`config.mk`:
```
export PLATFORM = sky130hd
export DESIGN_NAME = round_robin_quantum_scheduler
export DESIGN_NICKNAME = d
export VERILOG_FILES = /design/src/rtl/rrqs_pkg.sv /design/src/rtl/rrqs_ram.sv /design/src/rtl/round_robin_quantum_scheduler.sv
export VERILOG_INCLUDE_DIRS = /design/src /design/src/rtl
export SDC_FILE = /design/constraint.sdc
export NUM_CORES = 1
export LEC_CHECK = 0
export BUFFER_PORTS_ARGS = -buffer_cell sky130_fd_sc_hd__buf_4
export CORE_AREA = 2 2 361 363
export DETAILED_ROUTE_END_ITERATION = 16
export DIE_AREA = 0 0 363 365
export HOLD_SLACK_MARGIN = 0.05
export PLACE_DENSITY = 0.66
export SYNTH_ARGS = -nofsm -noshare
export SYNTH_HDL_FRONTEND = slang
export SYNTH_HIERARCHICAL = 1
export SYNTH_SLANG_ARGS = --single-unit
```
`constraint.sdc`:
```
create_clock -name clk -period 12.3 [get_ports clk]
set_input_delay 0.615 -clock clk [delete_from_list [all_inputs] [get_ports clk]]
set_output_delay 0.615 -clock clk [all_outputs]
set_load 0.05 [all_outputs]
```
`src/rtl/round_robin_quantum_scheduler_defines.svh`:
```
// assertion macros shared by the scheduler rtl
`ifndef ROUND_ROBIN_QUANTUM_SCHEDULER_DEFINES_SVH
`define ROUND_ROBIN_QUANTUM_SCHEDULER_DEFINES_SVH

// same-cycle implication
`define RRQS_ASSERT_NOW(label, clk, rst, ante, cons, msg) \
  label: assert property (@(posedge clk) disable iff (rst) (ante) |-> (cons)) else $error(msg);

// next-cycle implication
`define RRQS_ASSERT_NEXT(label, clk, rst, ante, cons, msg) \
  label: assert property (@(posedge clk) disable iff (rst) (ante) |=> (cons)) else $error(msg);

`endif

```
`src/rtl/rrqs_pkg.sv`:
```
// shared types and constants for the round-robin quantum scheduler
package rrqs_pkg;

  localparam int MAX_TASKS = 32;
  localparam int IDX_W     = $clog2(MAX_TASKS);
  localparam int CNT_W     = $clog2(MAX_TASKS + 1);

  localparam logic [1:0] ACT_LOAD  = 2'd0;
  localparam logic [1:0] ACT_STEP  = 2'd1;
  localparam logic [1:0] ACT_CLEAR = 2'd2;

  typedef struct packed {
    logic [1:0]  action;
    logic [15:0] task_id;
    logic [15:0] task_len;
  } cmd_t;

  typedef struct packed {
    logic [15:0] served_id;
    logic [15:0] ran_for;
    logic        completed;
    logic        all_done;
    logic [31:0] elapsed;
  } result_t;

  typedef struct packed {
    logic [15:0] id;
    logic [15:0] remaining;
  } entry_t;

  localparam int ENTRY_W = $bits(entry_t);

endpackage

```
`src/rtl/rrqs_ram.sv`:
```
// generic single-port-write, single-port-read ram with registered read
module rrqs_ram #(
  parameter int WIDTH = 32,
  parameter int DEPTH = 32
) (
  input  logic                     clk,
  input  logic                     we,
  input  logic [$clog2(DEPTH)-1:0] waddr,
  input  logic [WIDTH-1:0]         wdata,
  input  logic [$clog2(DEPTH)-1:0] raddr,
  output logic [WIDTH-1:0]         rdata
);

  logic [WIDTH-1:0] mem [DEPTH];

  always_ff @(posedge clk) begin
    if (we) begin
      mem[waddr] <= wdata;
    end
    rdata <= mem[raddr];
  end

endmodule

```
`src/rtl/round_robin_quantum_scheduler.sv`:
```
// round-robin scheduler: task table in ram, one entry read per cycle while scanning
// load, clear and unknown transactions are accepted without raising busy and give no result
// a step scans the table from the saved position, then writes back the served task and gives
//   its result; with no time left in any task or an empty table it gives an all-done result
// busy holds the next transaction until the result edge; the receiver cannot stall
// sync reset empties the table, zeroes position and elapsed time, quantum goes to 2
module round_robin_quantum_scheduler (
  input  logic                    clk,
  input  logic                    rst,
  input  logic                    start,
  output logic                    busy,
  input  rrqs_pkg::cmd_t          cmd,
  output logic                    done,
  output rrqs_pkg::result_t       result,
  input  logic                    quantum_we,
  input  logic [15:0]             quantum_wdata
);

  `include "round_robin_quantum_scheduler_defines.svh"

  typedef enum logic [1:0] {
    IDLE,
    SCAN,
    WRITE
  } state_t;

  state_t state;

  logic [15:0]                quantum;
  logic [rrqs_pkg::CNT_W-1:0] loaded_count;
  logic [rrqs_pkg::IDX_W-1:0] scan_position;
  logic [31:0]                time_total;

  // scan pipeline
  logic [rrqs_pkg::IDX_W-1:0] rd_idx;
  logic [rrqs_pkg::CNT_W-1:0] issued;
  logic                       chk_valid;
  logic                       chk_last;
  logic [rrqs_pkg::IDX_W-1:0] chk_idx;

  // selected entry
  logic [rrqs_pkg::IDX_W-1:0] hit_idx;
  logic [15:0]                hit_id;
  logic [15:0]                hit_rem;
  logic [15:0]                hit_run;

  logic                       ram_we;
  logic [rrqs_pkg::IDX_W-1:0] ram_waddr;
  rrqs_pkg::entry_t           ram_wdata;
  rrqs_pkg::entry_t           ram_rdata;
  logic [rrqs_pkg::ENTRY_W-1:0] ram_rdata_raw;

  logic                       accept;
  logic                       load_ok;
  logic [rrqs_pkg::IDX_W-1:0] start_pos;
  logic [15:0]                quantum_eff;
  logic                       hit;
  logic                       can_issue;
  logic [rrqs_pkg::IDX_W-1:0] rd_idx_next;
  logic [rrqs_pkg::IDX_W-1:0] scan_position_next;
  logic [15:0]                rem_left;

  assign busy   = (state != IDLE);
  assign accept = start && !busy;
  assign load_ok = accept && (cmd.action == rrqs_pkg::ACT_LOAD) &&
                   (loaded_count < rrqs_pkg::CNT_W'(rrqs_pkg::MAX_TASKS));

  // stale position falls back to entry 0
  assign start_pos = ({1'b0, scan_position} >= loaded_count) ? '0 : scan_position;
  assign quantum_eff = (quantum == 16'd0) ? 16'd1 : quantum;

  assign ram_rdata = rrqs_pkg::entry_t'(ram_rdata_raw);
  assign hit       = chk_valid && (ram_rdata.remaining != 16'd0);
  assign can_issue = (issued < loaded_count);

  assign rd_idx_next = ((rrqs_pkg::CNT_W'(rd_idx) + 1'b1) == loaded_count) ?
                       '0 : rd_idx + 1'b1;
  assign scan_position_next = ((rrqs_pkg::CNT_W'(hit_idx) + 1'b1) == loaded_count) ?
                              '0 : hit_idx + 1'b1;
  assign rem_left = hit_rem - hit_run;

  always_comb begin
    ram_we    = 1'b0;
    ram_waddr = loaded_count[rrqs_pkg::IDX_W-1:0];
    ram_wdata = '{id: cmd.task_id, remaining: cmd.task_len};
    if (state == WRITE) begin
      ram_we    = 1'b1;
      ram_waddr = hit_idx;
      ram_wdata = '{id: hit_id, remaining: rem_left};
    end else if (load_ok) begin
      ram_we = 1'b1;
    end
  end

  rrqs_ram #(
    .WIDTH (rrqs_pkg::ENTRY_W),
    .DEPTH (rrqs_pkg::MAX_TASKS)
  ) u_table (
    .clk   (clk),
    .we    (ram_we),
    .waddr (ram_waddr),
    .wdata (ram_wdata),
    .raddr (rd_idx),
    .rdata (ram_rdata_raw)
  );

  always_ff @(posedge clk) begin
    if (rst) begin
      state         <= IDLE;
      quantum       <= 16'd2;
      loaded_count  <= '0;
      scan_position <= '0;
      time_total    <= '0;
      chk_valid     <= 1'b0;
      done          <= 1'b0;
    end else begin
      done <= 1'b0;
      if (quantum_we) begin
        quantum <= quantum_wdata;
      end
      case (state)
        IDLE: begin
          if (load_ok) begin
            loaded_count <= loaded_count + 1'b1;
          end
          if (accept && (cmd.action == rrqs_pkg::ACT_CLEAR)) begin
            loaded_count  <= '0;
            scan_position <= '0;
            time_total    <= '0;
          end
          if (accept && (cmd.action == rrqs_pkg::ACT_STEP)) begin
            if (loaded_count == '0) begin
              done   <= 1'b1;
              result <= '{served_id: 16'd0, ran_for: 16'd0, completed: 1'b0,
                          all_done: 1'b1, elapsed: 32'd0};
            end else begin
              scan_position <= start_pos;
              rd_idx        <= start_pos;
              issued        <= '0;
              chk_valid     <= 1'b0;
              state         <= SCAN;
            end
          end
        end
        SCAN: begin
          if (hit) begin
            hit_idx   <= chk_idx;
            hit_id    <= ram_rdata.id;
            hit_rem   <= ram_rdata.remaining;
            hit_run   <= (ram_rdata.remaining < quantum_eff) ?
                         ram_rdata.remaining : quantum_eff;
            chk_valid <= 1'b0;
            state     <= WRITE;
          end else if (chk_valid && chk_last) begin
            // every loaded task is out of time
            done      <= 1'b1;
            result    <= '{served_id: 16'd0, ran_for: 16'd0, completed: 1'b0,
                           all_done: 1'b1, elapsed: 32'd0};
            chk_valid <= 1'b0;
            state     <= IDLE;
          end else begin
            chk_valid <= can_issue;
            chk_idx   <= rd_idx;
            chk_last  <= ((issued + 1'b1) == loaded_count);
            if (can_issue) begin
              rd_idx <= rd_idx_next;
              issued <= issued + 1'b1;
            end
          end
        end
        WRITE: begin
          time_total    <= time_total + {16'd0, hit_run};
          scan_position <= scan_position_next;
          done          <= 1'b1;
          result        <= '{served_id: hit_id, ran_for: hit_run,
                             completed: (rem_left == 16'd0), all_done: 1'b0,
                             elapsed: time_total + {16'd0, hit_run}};
          state         <= IDLE;
        end
        default: begin
          state <= IDLE;
        end
      endcase
    end
  end

  `RRQS_ASSERT_NOW(a_count_range, clk, rst, 1'b1, (loaded_count <= rrqs_pkg::CNT_W'(rrqs_pkg::MAX_TASKS)), "loaded count beyond table size")
  `RRQS_ASSERT_NOW(a_run_bounds, clk, rst, (state == WRITE), ((hit_run != 16'd0) && (hit_run <= hit_rem) && (hit_run <= quantum_eff)), "run time outside task and quantum bounds")
  `RRQS_ASSERT_NOW(a_all_done_zero, clk, rst, (done && result.all_done), ((result.served_id == 16'd0) && (result.ran_for == 16'd0) && !result.completed && (result.elapsed == 32'd0)), "all-done result carries nonzero fields")
  `RRQS_ASSERT_NOW(a_served_nonzero, clk, rst, (done && !result.all_done), (result.ran_for != 16'd0), "served task ran for zero time")
  `RRQS_ASSERT_NEXT(a_step_progress, clk, rst, (accept && (cmd.action == rrqs_pkg::ACT_STEP)), (busy || done), "step transaction neither scanning nor answered")

endmodule

```
==> results of run 1 <==
[cells by family after synthesis]
| group | count (synthesis) | share of synthesized area (%) |
|---|---|---|
| AND/OR/NAND/NOR | 609 | 5.60 |
| flip-flops | 1255 | 72.0 |
| XOR/XNOR | 63 | 1.08 |
| buffers and inverters | 210 | 2.12 |
| AO/OA/AOI/OAI | 509 | 6.77 |
| multiplexers | 548 | 10.8 |
| adder cells (fa/ha/maj) | 64 | 1.60 |
[critical path, delay by kind of cell, from the launching register on]
family                 cells  cell delay [ns]
DFF                        1             0.32
buffers and inverters      3             2.33
and+or+nand+nor            2             0.18
muxes                      1             0.27
AOI/OAI and AO/OA          2             0.60
[worst max path at each step]
stage	from	slack, ns	cells past startpoint	end
finish	rd_idx[0]$_DFFE_PP_	8.15	8	u_table/rdata[31]$_DFF_P_
global route	rd_idx[0]$_DFFE_PP_	7.92	8	u_table/rdata[28]$_DFF_P_
CTS	rd_idx[0]$_DFFE_PP_	8.25	8	u_table/rdata[28]$_DFF_P_
detailed placement	rd_idx[0]$_DFFE_PP_	8.23	8	u_table/rdata[28]$_DFF_P_
global placement	rd_idx[0]$_DFFE_PP_	8.30	8	u_table/rdata[28]$_DFF_P_
floorplan	rst	7.33	2	hit_id[0]$_DFFE_PP_
[through the flow]
| step | util (%) | total power, W | instances | setup slack [ns] | hold WS (ns) |
|---|---|---|---|---|---|
| floorplan | - | 0.00486 | 3258 | 7.33 | 0.386 |
| global placement | 42.0 | 0.00494 | 4964 | 8.30 | 0.392 |
| detailed placement | 42.0 | 0.00494 | 4964 | 8.23 | 0.390 |
| CTS | 45.2 | 0.00877 | 5202 | 8.25 | 0.0604 |
| global route | 45.2 | 0.00896 | 5202 | 7.92 | 0.114 |
| finish | 45.2 | 0.00870 | 5202 | 8.15 | 0.0928 |
[power breakdown]
group	total [W]	internal [W]	switching, W
combinational	0.000170	0.0000482	0.000122
sequential	0.00468	0.00467	0.0000105
clock	0.00385	0.00220	0.00166
[layout by cell type, fill, tap and decap left out, drive strengths merged, types with 64 or more instances in the layout]
| cell type | synthesis | routed |
|---|---|---|
| clkbuf | 68 | 177 |
| mux2i | 530 | 530 |
| nand3 | 118 | 118 |
| nor2 | 148 | 148 |
| dfxtp | 95 | 95 |
| edfxtp | 1160 | 1160 |
| buf | 89 | 188 |
| o21ai | 64 | 64 |
| a21oi | 143 | 143 |
| nand2 | 171 | 171 |
| a22oi | 101 | 101 |
| a22o | 66 | 66 |
[per-layer routing]
layer	wire length, um	part of all wire [%]	up-vias
li1	-	-	13000
met1	54300	44	14600
met2	59300	48	1040
met3	8580	6.9	162
met4	2370	1.9	2
met5	13	0.010	-
[cell type report]
type	count	area [um2]	share of cell area (%)
flip-flops and latches	1255	36700	63.1
multi-input cells	1793	13500	23.2
clock buffers	177	3510	6.04
well taps	1675	2100	3.60
repair buffers	188	1460	2.51
clock inverters	61	659	1.13
inverters	53	201	0.346
[sequential cells by signal, indices dropped and copies added, names as in the netlist]
register / cells
issued: 6
chk_last: 1
loaded_count: 6
hit_rem: 16
u_table/mem: 1024
chk_idx: 5
rd_idx: 5
hit_run: 16
hit_idx: 5
scan_position: 5
state: 2
hit_id: 16
done: 1
result: 66
quantum: 16
time_total: 32
u_table/rdata: 32
chk_valid: 1
==> out/results.tsv, run 1 <==
metric	value	unit
outcome	finished, final reports clean	
critical path class	flip-flop to flip-flop	
CP required	12.91	ns
grt ovf	0	
Min-Delay Path Class	input pin to flip-flop	
share of cells above drive strength 1	13.1	%
WHS Path Cells	3	
synth cell count leaders	edfxtp_1, mux2i_1, nand2_1	
Yosys top cell by area	edfxtp_1	
Fin Setup TNS	0	ns
RSZ-0062 raised after global routing	no	
post-DR wirelength/cell	23.9	um
busiest grt layer	met2	
Fillers	11000	
mean area per synthesized cell	15.7	um2
FFs w/ async S/R, synth	0	%
largest net degree at the start of global routing	142	
Starting Density	39.6	%
hpwl dp	70900	um
met2 usage	30.5	%
hold wc startpoint	quantum_wdata[6]	
Final Hold Vio Count	0	
DRT iter0 DRCs	2583	
Row Count	132	
Max FO, Critical Path	141	
net count after synthesis	3376	
clk sinks	1255	
vias in the first global route	28100	
max-slew violation count	0	
Root Buffer	clkbuf_16	
clk slew on worst S/H paths	0.06	ns
IR drop worst, VDD	114	uV
CTS Buf Count	130	
H-tree levels	4	
Final min period	4.15	ns
area post-placement	54000	um2
Die ar.	132000	um2
Least-Margin Pin Slew	1.28	ns
count leader, synth	edfxtp_1	
final setup fails	0	
Post-Syn Area	51000	um2
Antenna diodes	0	
met3 GRT Util	3.14	%
Yosys warning total	6	
met1 Use GR	25.9	%
post-synthesis sequential area ratio	72.0	%
clock tree buffer depth	3	
FF-to-FF setup slack	8.15	ns
initial antenna violation count	6	
port bufs	121	
GR Util All Layers	18.6	%
capturing point of the worst reg2reg path	u_table/rdata[31]$_DFF_P_	
CTS tree	done	
cell count after synthesis	3258	
max-cap violation count	0	
Post-synth EDFFs	1160	
core area	129000	um2
FF-to-FF Start	rd_idx[0]$_DFFE_PP_	
Total Routed Length	125000	um
DRT Pass-1 Iters	8	
Lkg Pwr	20.1	nW
Worst EP arrival	4.77	ns
area share of the largest cell type after synthesis	68.3	%
Pwr Density	150	nW/um2
CP dominant cell by count	buf_4	
CP startpoint kind	flip-flop	
Clock Latency Late Sink	0.76	ns
fin crit share	33.8	%
# DRC	0	
I/O pin total	122	
CP Cell Sequence	buf_4, buf_12, buf_4, mux2i_1, a22o_1, nor3_1, a31oi_1, nand3_1	
die height	365	um
Cell variety after synth	72	
worst hold path endpoint	quantum[6]$_SDFFE_PP0P_	
vias per inst	5.52	
Peak Freq	241	MHz
Nets	3539	
Routed Antenna Nets	0	
Synth-to-Final Area Change	14.1	%
Synth area leaders	edfxtp_1, mux2i_1, dfxtp_1	
fin area	58200	um2
flops & latches, synth	1255	
Reg2Reg Depth	8	
Post-CTS Resized	0	
GPL Wtd Cong	0.881	
vias post-DR	28700	
prevailing post-synth register cell	edfxtp_1	
CP peak stage delay	0.99	ns
CTS Hold Buffers Added	0	
Worst slew margin	14.7	%
crit end category	flip-flop	
CP max stage cell	buf_4	
Die W	363	um
first-pass GRT wire length	184000	um
Fin Clk Skew	0.0475	ns
Setup Buffers After CTS	0	
Note: power is estimated with default switching activity, not from simulation.
==> run 2, diff against run 1 <==
--- a/config.mk
+++ b/config.mk
@@ -11,7 +11,7 @@
 export DETAILED_ROUTE_END_ITERATION = 16
 export DIE_AREA = 0 0 363 365
 export HOLD_SLACK_MARGIN = 0.05
-export PLACE_DENSITY = 0.66
+export PLACE_DENSITY = 0.68
 export SYNTH_ARGS = -nofsm -noshare
 export SYNTH_HDL_FRONTEND = slang
 export SYNTH_HIERARCHICAL = 1
==> constraint.sdc (replaced) <==
create_clock -name clk -period 3.5 [get_ports clk]
set_input_delay 0.175 -clock clk [delete_from_list [all_inputs] [get_ports clk]]
set_output_delay 0.175 -clock clk [all_outputs]
set_load 0.05 [all_outputs]
==> run 2 against run 1 <==
  * Routed wire length grew 1.5%
  * Register-to-register slack lost 8.0 ns
  * Clock power grew to 3.4 times the previous value
  * Fmax grew 25%
  * Clock-buffer cell count shrank 43
  * Combinational power grew to 3.9 times the previous value
  * Worst hold slack gained 0.021 ns
  * Total power grew to 3.5 times the previous value
  * First-iteration DRC count grew 9.0%
  * Global-route usage grew 0.22 points
  * Worst setup slack lost 8.0 ns
  * Critical path depth grew 1
  * Critical endpoint is now result[33]$_SDFFCE_PN0P_
==> out/results.tsv, run 2 (synthesis gave the netlist of run 1 again) <==
metric	value	unit	change
share of cells above drive strength 1	15.0	%	was 13.1%
DRT iter0 DRCs	2815		was 2583
RSZ-0062 raised after global routing	no		unchanged
Min-Delay Path Class	input pin to flip-flop		unchanged
FF-to-FF Start	hit_run[0]$_DFFE_PP_		was rd_idx[0]$_DFFE_PP_
WHS Path Cells	4		was 3
Row Count	132		unchanged
Final Non-Filler Cells	5327		was 5202
most frequent cells in the layout	edfxtp_1, mux2i_1, buf_4		unchanged
Synth-to-Final Area Change	17.1	%	was 14.1%
vias post-DR	29500		was 28700
capturing point of the worst reg2reg path	result[33]$_SDFFCE_PN0P_		was u_table/rdata[31]$_DFF_P_
final setup fails	0		unchanged
Top Registers	u_table/mem (1024), result (66)		unchanged
worst path bufs/invs	0		was 3
Fin Clk Skew	0.0558	ns	was 0.0475 ns
IR drop worst, VDD	450	uV	was 114 uV
DRT Pass-1 Iters	5		was 8
first-pass GRT wire length	187000	um	was 184000 um
Die ar.	132000	um2	unchanged
Root Buffer	clkbuf_16		unchanged
Total Routed Length	126000	um	was 125000 um
CTS Buf Count	118		was 130
fin crit share	95.2	%	was 33.8%
die height	365	um	unchanged
CP peak stage delay	0.59	ns	was 0.99 ns
Peak Freq	300	MHz	was 241 MHz
vias in the first global route	28900		was 28100
outcome	finished, final reports clean		unchanged
GPL Wtd Cong	0.852		was 0.881
Largest Register	u_table/mem		unchanged
port bufs	121		unchanged
Max FO, Critical Path	4		was 141
Setup Buffers After CTS	0		unchanged
Clock Latency Late Sink	0.75	ns	was 0.76 ns
CP top delay family	compound AO/OA/AOI/OAI gates		was buffers and inverters
CP required	4.04	ns	was 12.91 ns
CP startpoint kind	flip-flop		unchanged
clk sinks	1255		unchanged
Cells after DPL	5052		was 4964
Worst EP arrival	3.88	ns	was 4.77 ns
Pwr Density	507	nW/um2	was 150 nW/um2
max FFs per register	1024		unchanged
GR Util All Layers	18.8	%	was 18.6%
initial antenna violation count	1		was 6
max-cap violation count	0		unchanged
FF-to-FF setup slack	0.17	ns	was 8.15 ns
clock tree buffer depth	3		unchanged
Worst slew margin	18.9	%	was 14.7%
Reg2Reg Depth	9		was 8
Nets	3668		was 3539
clk slew on worst S/H paths	0.07	ns	was 0.06 ns
hpwl dp	75000	um	was 70900 um
I/O pin total	122		unchanged
core area	129000	um2	unchanged
post-DR wirelength/cell	23.7	um	was 23.9 um
Starting Density	39.6	%	unchanged
Final Hold Vio Count	0		unchanged
CP Cell Sequence	ha_1, fa_1, nand2b_1, a21o_1, a311oi_1, o2111ai_1, a2111oi_4, nand4_1, nor4b_2		was buf_4, buf_12, buf_4, mux2i_1, a22o_1, nor3_1, a31oi_1, nand3_1
vias per inst	5.53		was 5.52
Final min period	3.33	ns	was 4.15 ns
Lkg Pwr	20.8	nW	was 20.1 nW
largest net degree at the start of global routing	67		was 142
worst hold path endpoint	u_table/mem[5][7]$_DFFE_PP_		was quantum[6]$_SDFFE_PP0P_
H-tree levels	3		was 4
CTS tree	done		unchanged
Die W	363	um	unchanged
grt ovf	0		unchanged
hold wc startpoint	cmd[7]		was quantum_wdata[6]
critical path class	flip-flop to flip-flop		unchanged
CP max stage cell	a311oi_1		was buf_4
Least-Margin Pin Slew	1.22	ns	was 1.28 ns
commonest non-fill, non-tap cell in the layout	edfxtp_1		unchanged
post-layout util	46.4	%	was 45.2%
crit end category	flip-flop		unchanged
max-slew violation count	0		unchanged
# DRC	0		unchanged
Fillers	10900		was 11000
Routed Antenna Nets	0		unchanged
-- run 2: cell count changes in the layout (fill, tap and decap cells not counted), sizes merged --
cell | previous run | this run
clkinv | 48 | 61
inv | 57 | 53
bufinv | 8 | 17
diode | 0 | 1
clkinvlp | 1 | 9
clkbuf | 177 | 134
buf | 188 | 276
dlygate4sd3 | 0 | 53
-- run 2: worst register-to-register path, cell delays in order, from the launching register on --
cell	delay, ns
edfxtp_1	0.42
ha_1	0.24
fa_1	0.41
nand2b_1	0.21
a21o_1	0.17
a311oi_1	0.59
o2111ai_1	0.33
a2111oi_4	0.35
nand4_1	0.14
nor4b_2	0.29
-- run 2: routing by layer --
layer	global-route usage (%)	part of all wire, %
met3	3.56	7.2
met5	0	0
met2	30.2	46
met4	5.58	2.6
met1	26.2	44
-- run 2: metrics by stage --
stage | total power, W | TNS, ns | cell area [um2] | setup WS (ns) | hold WS [ns]
2_1_floorplan | 0.0171 | -141.85 | 51000 | -0.321 | 0.305
3_3_place_gp | 0.0173 | 0 | 55200 | 0.207 | 0.390
3_5_place_dp | 0.0174 | 0 | 55200 | 0.106 | 0.394
4_1_cts | 0.0304 | 0 | 59700 | 0.0859 | 0.0645
5_1_grt | 0.0311 | 0 | 59700 | 0.00515 | 0.0899
6_report | 0.0302 | 0 | 59700 | 0.168 | 0.114
-- run 2: layout make-up --
type	instances	area, um2	area share [%]
multi-input combinational	1793	13500	22.7
inverter	53	201	0.337
sequential	1255	36700	61.5
antenna	1	2.50	0.00419
tap	1675	2100	3.51
clock buffer	134	3030	5.08
clock inverter	87	963	1.61
timing repair buffer	329	3130	5.24
-- run 2: timing repair --
item                                    in CTS  in global routing
hold buffers                                53                  0
endpoints found under the setup margin       0                 96
hold endpoints to repair                    45                  0
resized for setup                            0                  3
-- run 2: how the worst max path moves through the flow --
stage	endpoint	slack [ns]	depth (start not counted)	startpoint
floorplan	u_table/mem[28][0]$_DFFE_PP_	-0.32	7	state[1]$_SDFFE_PP0P_
global placement	u_table/mem[0][14]$_DFFE_PP_	0.21	9	hit_run[0]$_DFFE_PP_
detailed placement	u_table/mem[0][14]$_DFFE_PP_	0.11	9	hit_run[0]$_DFFE_PP_
CTS	u_table/mem[13][14]$_DFFE_PP_	0.09	9	hit_run[0]$_DFFE_PP_
global route	result[33]$_SDFFCE_PN0P_	0.005	9	hit_run[0]$_DFFE_PP_
finish	result[33]$_SDFFCE_PN0P_	0.17	9	hit_run[0]$_DFFE_PP_
-- run 2: power by group --
group / switching (W) / internal [W]
sequential: 0.0000337 / 0.0164
clock: 0.00564 / 0.00750
combinational: 0.000438 / 0.000228
